### config.mk
export PLATFORM = sky130hd
export DESIGN_NAME = forward_window_average_flat
export DESIGN_NICKNAME = d
export VERILOG_FILES = /design/src/fwa_pkg.sv /design/src/fwa_stream_if.sv /design/src/fwa_ctrl.sv /design/src/fwa_datapath.sv /design/src/forward_window_average.sv /design/src/flat_wrapper.sv
export SDC_FILE = /design/constraint.sdc
export NUM_CORES = 1
export LEC_CHECK = 0
export BUFFER_PORTS_ARGS = -buffer_cell sky130_fd_sc_hd__buf_2
export CORE_ASPECT_RATIO = 0.75
export CORE_MARGIN = 2
export CORE_UTILIZATION = 40
export CTS_BUF_LIST = sky130_fd_sc_hd__clkbuf_8
export CTS_CLUSTER_DIAMETER = 60
export CTS_CLUSTER_SIZE = 25
export DETAILED_ROUTE_END_ITERATION = 8
export GPL_ROUTABILITY_DRIVEN = 0
export GPL_TIMING_DRIVEN = 0
export HOLD_SLACK_MARGIN = 0.02
export PLACE_DENSITY = 0.55
export SLEW_MARGIN = 20
export SYNTH_ARGS = -nofsm -noshare
export SYNTH_HDL_FRONTEND = slang
export SYNTH_SLANG_ARGS = --single-unit
### constraint.sdc
create_clock -name clk -period 11 [get_ports clk]
set_clock_uncertainty 0.05 [all_clocks]
set_input_delay 1.1 -clock clk [delete_from_list [all_inputs] [get_ports clk]]
set_output_delay 1.1 -clock clk [all_outputs]
set_load 0.03 [all_outputs]
### src/fwa_pkg.sv
// Package with the shared constants and types of the forward window averager.
`timescale 1ns / 1ps

package fwa_pkg;

    // Boxcar length; results are window sums divided by this value.
    localparam int WINDOW = 10;

    localparam int SAMPLE_W = 16;
    localparam int AVG_W    = 16;
    localparam int LINE_D   = WINDOW - 1;
    localparam int FILL_W   = $clog2(WINDOW);
    localparam int SUM_W    = SAMPLE_W + $clog2(WINDOW);

    // Division by WINDOW is done as a multiply by a rounded-up reciprocal.
    // With the shift chosen as SUM_W + clog2(WINDOW) the error term stays
    // below one for every sum that fits in SUM_W bits.
    localparam int RECIP_SHIFT = SUM_W + $clog2(WINDOW);
    localparam int RECIP_W     = SUM_W + 1;
    localparam int PROD_W      = SUM_W + RECIP_W;
    localparam logic [RECIP_W-1:0] RECIP =
        RECIP_W'(((64'd1 << RECIP_SHIFT) + 64'(WINDOW) - 64'd1) / 64'(WINDOW));

    // Commands from the controller to the datapath.
    typedef struct packed {
        logic accept;   // take the sample on the input channel
        logic pop;      // emit one truncated-window result and drop the oldest sample
    } fwa_cmd_t;

    // Status from the datapath to the controller.
    typedef struct packed {
        logic out_free; // output register is empty or is being emptied
        logic fill_one; // exactly one sample left in the line
    } fwa_status_t;

endpackage

### src/fwa_stream_if.sv
// Stream interfaces for the sample input and the average output channels.
`timescale 1ns / 1ps

interface fwa_sample_if;
    import fwa_pkg::*;

    logic                valid;
    logic                ready;
    logic [SAMPLE_W-1:0] sample;
    logic                end_of_stream;

    modport source (output valid, output sample, output end_of_stream, input ready);
    modport sink   (input valid, input sample, input end_of_stream, output ready);
endinterface

interface fwa_result_if;
    import fwa_pkg::*;

    logic             valid;
    logic             ready;
    logic [AVG_W-1:0] average;
    logic             last_result;

    modport source (output valid, output average, output last_result, input ready);
    modport sink   (input valid, input average, input last_result, output ready);
endinterface

### src/fwa_ctrl.sv
// Controller state machine: streaming phase and end-of-stream flush.
`timescale 1ns / 1ps

module fwa_ctrl (
    input  logic                 clk,
    input  logic                 rst_n,
    input  logic                 in_valid,
    input  logic                 end_of_stream,
    output logic                 in_ready,
    input  fwa_pkg::fwa_status_t status,
    output fwa_pkg::fwa_cmd_t    cmd
);
    import fwa_pkg::*;

    localparam logic ST_RUN   = 1'b0;
    localparam logic ST_FLUSH = 1'b1;

    logic state_reg;
    logic state_next;

    always_comb
    begin
        in_ready   = (state_reg == ST_RUN) && status.out_free;
        cmd.accept = in_valid && in_ready;
        cmd.pop    = (state_reg == ST_FLUSH) && status.out_free;
    end

    always_comb
    begin
        state_next = state_reg;
        case (state_reg)
            ST_RUN:
            begin
                if (cmd.accept && end_of_stream)
                begin
                    state_next = ST_FLUSH;
                end
            end
            ST_FLUSH:
            begin
                // The final pop empties the line and marks the last result.
                if (cmd.pop && status.fill_one)
                begin
                    state_next = ST_RUN;
                end
            end
            default:
            begin
                state_next = ST_RUN;
            end
        endcase
    end

    always_ff @(posedge clk or negedge rst_n)
    begin
        if (!rst_n)
        begin
            state_reg <= ST_RUN;
        end
        else
        begin
            state_reg <= state_next;
        end
    end

endmodule

### src/fwa_datapath.sv
// Datapath: sample line, running window sum, divide-by-window and output register.
`timescale 1ns / 1ps

module fwa_datapath (
    input  logic                         clk,
    input  logic                         rst_n,
    input  fwa_pkg::fwa_cmd_t            cmd,
    input  logic [fwa_pkg::SAMPLE_W-1:0] sample,
    output fwa_pkg::fwa_status_t         status,
    input  logic                         out_ready,
    output logic                         out_valid,
    output logic [fwa_pkg::AVG_W-1:0]    average,
    output logic                         last_result
);
    import fwa_pkg::*;

    logic [SAMPLE_W-1:0] line_reg [LINE_D];
    logic [SAMPLE_W-1:0] line_next [LINE_D];
    logic [SUM_W-1:0]    sum_reg;
    logic [SUM_W-1:0]    sum_next;
    logic [FILL_W-1:0]   fill_reg;
    logic [FILL_W-1:0]   fill_next;
    logic                out_valid_reg;
    logic                out_valid_next;
    logic [AVG_W-1:0]    avg_reg;
    logic                last_reg;

    logic [SUM_W-1:0]    total;
    logic [SUM_W-1:0]    emit_sum;
    logic [PROD_W-1:0]   prod;
    logic                full;
    logic                shift;
    logic                load;

    assign full  = (fill_reg == FILL_W'(LINE_D));
    assign total = sum_reg + SUM_W'(sample);
    assign shift = (cmd.accept && full) || cmd.pop;
    assign load  = shift;

    assign status.out_free = !out_valid_reg || out_ready;
    assign status.fill_one = (fill_reg == FILL_W'(1));

    // A full window on an accepted sample includes the new sample; a flush
    // step uses the sum of what remains in the line.
    assign emit_sum = cmd.pop ? sum_reg : total;
    assign prod     = PROD_W'(emit_sum) * PROD_W'(RECIP);

    always_comb
    begin
        sum_next  = sum_reg;
        fill_next = fill_reg;
        if (cmd.accept)
        begin
            if (full)
            begin
                sum_next = total - SUM_W'(line_reg[0]);
            end
            else
            begin
                sum_next  = total;
                fill_next = fill_reg + FILL_W'(1);
            end
        end
        else if (cmd.pop)
        begin
            sum_next  = sum_reg - SUM_W'(line_reg[0]);
            fill_next = fill_reg - FILL_W'(1);
        end
    end

    always_comb
    begin
        for (int i = 0; i < LINE_D - 1; i++)
        begin
            line_next[i] = line_reg[i];
            if (shift)
            begin
                line_next[i] = line_reg[i + 1];
            end
            else if (cmd.accept && (fill_reg == FILL_W'(i)))
            begin
                line_next[i] = sample;
            end
        end
        // Newest slot: filled in place or takes the sample as the line slides.
        line_next[LINE_D - 1] = line_reg[LINE_D - 1];
        if (cmd.accept && (full || (fill_reg == FILL_W'(LINE_D - 1))))
        begin
            line_next[LINE_D - 1] = sample;
        end
    end

    always_comb
    begin
        out_valid_next = out_valid_reg;
        if (load)
        begin
            out_valid_next = 1'b1;
        end
        else if (out_ready)
        begin
            out_valid_next = 1'b0;
        end
    end

    always_ff @(posedge clk or negedge rst_n)
    begin
        if (!rst_n)
        begin
            sum_reg       <= '0;
            fill_reg      <= '0;
            out_valid_reg <= 1'b0;
        end
        else
        begin
            sum_reg       <= sum_next;
            fill_reg      <= fill_next;
            out_valid_reg <= out_valid_next;
        end
    end

    always_ff @(posedge clk)
    begin
        line_reg <= line_next;
        if (load)
        begin
            avg_reg  <= prod[RECIP_SHIFT +: AVG_W];
            last_reg <= cmd.pop && status.fill_one;
        end
    end

    assign out_valid   = out_valid_reg;
    assign average     = avg_reg;
    assign last_result = last_reg;

endmodule

### src/forward_window_average.sv
// Top level of the forward boxcar averager over a flagged sample stream.
`timescale 1ns / 1ps
// A full-window result is in the output register in the cycle after the transfer
// of the sample that completes the window; throughput is one sample per cycle
// while streaming and the output register is free. An end-of-stream sample starts
// a flush of up to WINDOW-1 further results, one per cycle while the output is
// free, taking no sample. Asynchronous reset clears fill, running sum, out valid.

module forward_window_average (
    input  logic         clk,
    input  logic         rst_n,
    fwa_sample_if.sink   sample_ch,
    fwa_result_if.source result_ch
);
    import fwa_pkg::*;

    // The controller decides when a sample transfer happens and when a flush
    // step runs; the datapath holds every stored value of the stream.
    fwa_cmd_t    cmd;
    fwa_status_t status;

    fwa_ctrl u_ctrl (
        .clk           (clk),
        .rst_n         (rst_n),
        .in_valid      (sample_ch.valid),
        .end_of_stream (sample_ch.end_of_stream),
        .in_ready      (sample_ch.ready),
        .status        (status),
        .cmd           (cmd)
    );

    // The datapath keeps the last WINDOW-1 samples, their running sum and the
    // registered result. A result transfer on the output frees the register
    // in the same cycle, so the input keeps flowing when the sink is ready.
    fwa_datapath u_datapath (
        .clk         (clk),
        .rst_n       (rst_n),
        .cmd         (cmd),
        .sample      (sample_ch.sample),
        .status      (status),
        .out_ready   (result_ch.ready),
        .out_valid   (result_ch.valid),
        .average     (result_ch.average),
        .last_result (result_ch.last_result)
    );

endmodule

### src/flat_wrapper.sv
// flat-port wrapper written by rule: the top's interface ports become plain ports
module forward_window_average_flat import fwa_pkg::*;
  (clk, rst_n, sample_ch_valid, sample_ch_sample, sample_ch_end_of_stream, sample_ch_ready, result_ch_valid, result_ch_average, result_ch_last_result, result_ch_ready);
  fwa_sample_if sample_ch_i ();
  fwa_result_if result_ch_i ();
  input  logic clk;
  input  logic rst_n;
  input wire logic [$bits(sample_ch_i.valid)-1:0] sample_ch_valid;
  input wire logic [$bits(sample_ch_i.sample)-1:0] sample_ch_sample;
  input wire logic [$bits(sample_ch_i.end_of_stream)-1:0] sample_ch_end_of_stream;
  output wire logic [$bits(sample_ch_i.ready)-1:0] sample_ch_ready;
  output wire logic [$bits(result_ch_i.valid)-1:0] result_ch_valid;
  output wire logic [$bits(result_ch_i.average)-1:0] result_ch_average;
  output wire logic [$bits(result_ch_i.last_result)-1:0] result_ch_last_result;
  input wire logic [$bits(result_ch_i.ready)-1:0] result_ch_ready;
  assign sample_ch_i.valid = sample_ch_valid;
  assign sample_ch_i.sample = sample_ch_sample;
  assign sample_ch_i.end_of_stream = sample_ch_end_of_stream;
  assign sample_ch_ready = sample_ch_i.ready;
  assign result_ch_valid = result_ch_i.valid;
  assign result_ch_average = result_ch_i.average;
  assign result_ch_last_result = result_ch_i.last_result;
  assign result_ch_i.ready = result_ch_ready;
  forward_window_average u_core (.clk(clk), .rst_n(rst_n), .sample_ch(sample_ch_i), .result_ch(result_ch_i));
endmodule
# Yosys cells after proc, flatten, opt, wreduce, memory -nomap -nowiden
# Cells that the tools add are included.
# W data, S select, Z words.
# word_totals
in_bits	21
word_cells	91
register_bits	187
out_inout_bits	19
# classes
n_mul	1
n_addsub	5
n_bitwise	1
n_mux	28
eq_ne	10
n_reduce_logical	31
# op_table
operator	n
$mux W16	16
$mux W20	4
$sub A20 B16 Y20	2
$mul A20 B20 Y39 const B	1
$add A20 B16 Y20	1
$reduce_bool A2 Y1	10
$eq A4 B3 Y1 const B	4
$logic_and A1 B1 Y1	15
$mux W4	3
$eq A4 B2 Y1 const B	2
$eq A4 B4 Y1 const B	2
$add A4 B1 Y4 const B	1
$eq A4 B1 Y1 const B	1
$logic_not A4 Y1	1
$mux W1	4
$sub A4 B1 Y4 const B	1
$logic_or A1 B1 Y1	3
$ne A2 B2 Y1 const B	1
$pmux W1 S2	1
$reduce_and A2 Y1	1
$logic_not A1 Y1	1
$not A1 Y1	1

# Longest topological paths before layout
# logic_depth
depth_word	7
ltp_mapped	36
mapped_depth_nobuf	36

# Hierarchy
# Synthesis repeated with hierarchy kept, for this count alone.
# hier_totals
hier_cells	1588
area_unflattened_um2	17257.8
# modules_own_cells
module	n_inst	cells_each	seq_area_each_um2	area_per_inst_um2
fwa_datapath	1	1582	5460.2	17189.0
fwa_ctrl	1	6	25.0	68.8

# Worst setup path after synthesis
# No wires, ideal clock.
# synth_path
path_type	input to register
start	in sample_ch_sample[1]
end	reg u_core.u_datapath.avg_reg[15], in the netlist u_core.u_datapath.average[15] (data pin)
path_buffers	0
arrival_ps	8334
path_slack_ps	2350
cell_stages	32
t_required_ps	10684
setup_time_ps	266
cell_sequence	ha_1 a21o_1 a21oi_1 o21a_1 o21bai_1 a21oi_1 nand2_1 a21oi_1 o21ai_0 xor2_1 nand2_1 nand2_1 ha_1 fa_1 ha_1 fa_1 fa_1 fa_1 inv_1 fa_1 inv_1 ha_1 a21o_1 a21o_1 a21oi_1 o22ai_1 a211o_1 o21ai_1 o21ai_1 a221o_1 o41ai_1 xnor2_1
# synth_between
elab_chain_len	3
# synth_rtl
item	line_no	source
from (decl)	flat_wrapper.sv:9	input wire logic [$bits(sample_ch_i.sample)-1:0] sample_ch_sample;
$add A20 B16 Y20	fwa_datapath.sv:36	assign total = sum_reg + SUM_W'(sample);
$mux W20	fwa_datapath.sv:45	assign emit_sum = cmd.pop ? sum_reg : total;
$mul A20 B20 Y39	fwa_datapath.sv:46	assign prod = PROD_W'(emit_sum) * PROD_W'(RECIP);
named net u_core.u_datapath.prod[39]	fwa_datapath.sv:30	logic [PROD_W-1:0] prod;
to (signal assigned)	fwa_datapath.sv:127	avg_reg <= prod[RECIP_SHIFT +: AVG_W];
to (decl)	fwa_datapath.sv:25	logic [AVG_W-1:0] avg_reg;
# The timed path passes the listed nets, and every way through them passes these cells.
# A chain may end at the register's enable or synchronous reset.

# Worst setup path in the final report
# layout_path
start	in sample_ch_sample[8]
end	reg u_core.u_datapath.avg_reg[14], in the netlist u_core.u_datapath.average[14] (data pin)
# The elaborated chain is that of the path after synthesis.

==> run metrics <==
status complete, no violations; Synth Cell Area 17,300 sq um; vias in the first global route around 12,000; critical path type input pin to flop; hold_sp u_core.u_datapath.line_reg[23]; row cnt 65; IO Pins 40; mux contribution to synthesized area 0.2894%; # resized after CTS 0; main combinational cell family by area after synthesis adder cells; most frequent CP cell fa_1; first-pass GRT wire length about 73,000 um; highest routed layer met4; Post-Syn Instances 1,632; Vias around 12,000; Critical R2R Capture u_core.u_datapath.average[14]; GRT Residual Overflow 0; FF+latch count, synth between 150 and 200; Rel. slew slack a little under a quarter; Post-synth EDFFs 161; Synth Area in Simple Gates under 10%; RSZ-0062 raised after global routing no; hold depth 1; Synth top cells by count inv_1 (263), ha_1 (241), edfxtp_1 (161); CTS H-tree depth 4; Post-Synth XOR/XNOR Area 3.791%; Worst Setup Start Kind input pin; share of cells above drive strength 1 6.955%; n_diodes 0; worst-path fanout max 10; Register Area 5485 sq um; fillers 4,031; drt wl/cell between 20 and 25 um; Max Clock Freq ~0.096 GHz; initial cell density of the core around two fifths; ys async rst share 13.90%; met1 wire length about 25,000 um; buffers added on ports 39; met3 WL between 2000 and 3000 um; DR vias/cell roughly 5.3; Post-Synth Adder-Cell Area between 30% and 40%; Final Hold Fails 0; GRT Overall Usage 21.48%; Slew @ Worst Pin around 1.1 ns; min setup slack post-route ~0.64 ns; fin. max-slew vios 0; Max Root-Sink Buffers 2; setup TNS 0 ns; Crit-path slowest cell o311ai_0; Avg Inst Size Synth 10.60 sq um; leading post-synthesis cells by cell area edfxtp_1 (28%), ha_1 (17%), fa_1 (16%); CTS tree done; Die Wd ~240 um; Clk Latency, worst-skew pair about 0.53 ns; most common flop cell mapped by yosys edfxtp_1; Clock Sinks 187; Core Region roughly 42,000 sq um; max reg flops ~140; worst hold endpoint u_core.u_datapath.line_reg[39]; pre-CTS setup slack ~0.26 ns; footprint of the multi-input gates ~11,000 sq um; most common cell in the synthesized netlist inv_1; Area Overhead vs Synth 8.464%; Routed WL 45,770 um; fin crit share a little over nine tenths; synth unique cells 80; r2r worst-path depth 33; CP required 11.22 ns; hold buffer count at CTS 0; hpwl dp 37,350 um; Die Ht ~180 um; initial antenna violation count 0; Reg clk slew, reported paths roughly 0.10 ns; post-layout net count 2,100; final critical-path required period 10.36 ns; sequential area share after synthesis between 30% and 40%; Met2 Wirelength 17,700 um; Die Area 44,930 sq um; max-cap check violation count 0; cts bufs inserted 17; Arr. time, crit path 10.59 ns; Synth top area share ~28%; Root Buffer clkbuf_8; Synth Area in Compound Gates 15.83%; DR pass1 iterations 5; Initial DRC Count 933; endpoint class of the critical path flop; syn_nets between 2,000 and 2,500; cell taking the most area after synthesis edfxtp_1; Hold Path Class flop to flop; Routed Antenna Nets 0; worst r2r src u_core.u_datapath.sum_reg[0]; Critical Path Max Stage Delay 0.89 ns; largest net degree at the start of global routing 27; final setup vio count 0; Residual DRC 0; Yosys Warn Count 0; FF-to-FF setup slack approximately 0.85 ns; postcts setup bufs 0
-- critical path, delay by kind of cell --
kind / cells / cell delay, ns
buffers and inverters: 5 / 0.73
AO/OA/AOI/OAI: 11 / 3.67
multiplexers: 1 / 0.51
AND/OR/NAND/NOR: 2 / 0.28
XOR/XNOR: 2 / 0.35
adder cells (fa/ha/maj): 9 / 3.92
-- routing by layer --
layer	GRT usage (%)	vias to the layer above
met5	0	-
met4	5.024	0
met3	4.087	34
met2	28.84	336
met1	34.70	6067
li1	-	5749
-- placed cells by master (no fill, tap or decap), drive strengths merged, types with 54 or more instances in the layout --
| cell | instances |
|---|---|
| a21o | 153 |
| edfxtp | 161 |
| nand2 | 86 |
| clkbuf | 69 |
| ha | 241 |
| a21oi | 66 |
| nor2 | 67 |
| o21ai | 66 |
| xnor2 | 54 |
| inv | 270 |
| fa | 139 |
-- worst max-delay path by stage --
stage	slack, ns	startpoint	to
global route	0.20	sample_ch_sample[8]	u_core.u_datapath.average[14]
floorplan	2.35	sample_ch_sample[1]	u_core.u_datapath.average[15]
CTS	0.77	sample_ch_sample[8]	u_core.u_datapath.average[14]
global placement	0.25	sample_ch_sample[8]	u_core.u_datapath.average[14]
finish	0.64	sample_ch_sample[8]	u_core.u_datapath.average[14]
detailed placement	0.26	sample_ch_sample[8]	u_core.u_datapath.average[14]
-- cell type report --
cell class | count | area share [%]
Clock inverter | 14 | 0.7737
Buffer | 57 | 1.154
Tap cell | 569 | 3.795
Timing Repair Buffer | 48 | 1.667
Multi-Input combinational cell | 1124 | 56.84
Sequential cell | 187 | 29.24
Clock buffer | 17 | 1.247
Inverter | 264 | 5.282
-- through the flow --
| step | instances | hold slack, ns | area [sq um] | utilization [%] |
|---|---|---|---|---|
| final | 2280 | 0.4726 | 18760 | 44.27 |
| after global routing | 2280 | 0.4901 | 18760 | 44.27 |
| after CTS | 2280 | 0.4766 | 18760 | 44.27 |
| after detailed placement | 2249 | 0.4519 | 18380 | 43.38 |
| after global placement | 2240 | 0.4461 | 18200 | 42.96 |
| after floorplan | 1632 | 0.4451 | 17300 | - |
-- kinds of logic after synthesis --
group | after synthesis
adder cells (fa/ha/maj) | 382
AND/OR/NAND/NOR | 275
flip-flops | 187
AO/OA/AOI/OAI | 388
multiplexers | 5
buffers and inverters | 321
XOR/XNOR | 74
Power is left out: the tool's default activity adds up to more than one toggle a clock period on the data nets, which glitch-free logic cannot reach.
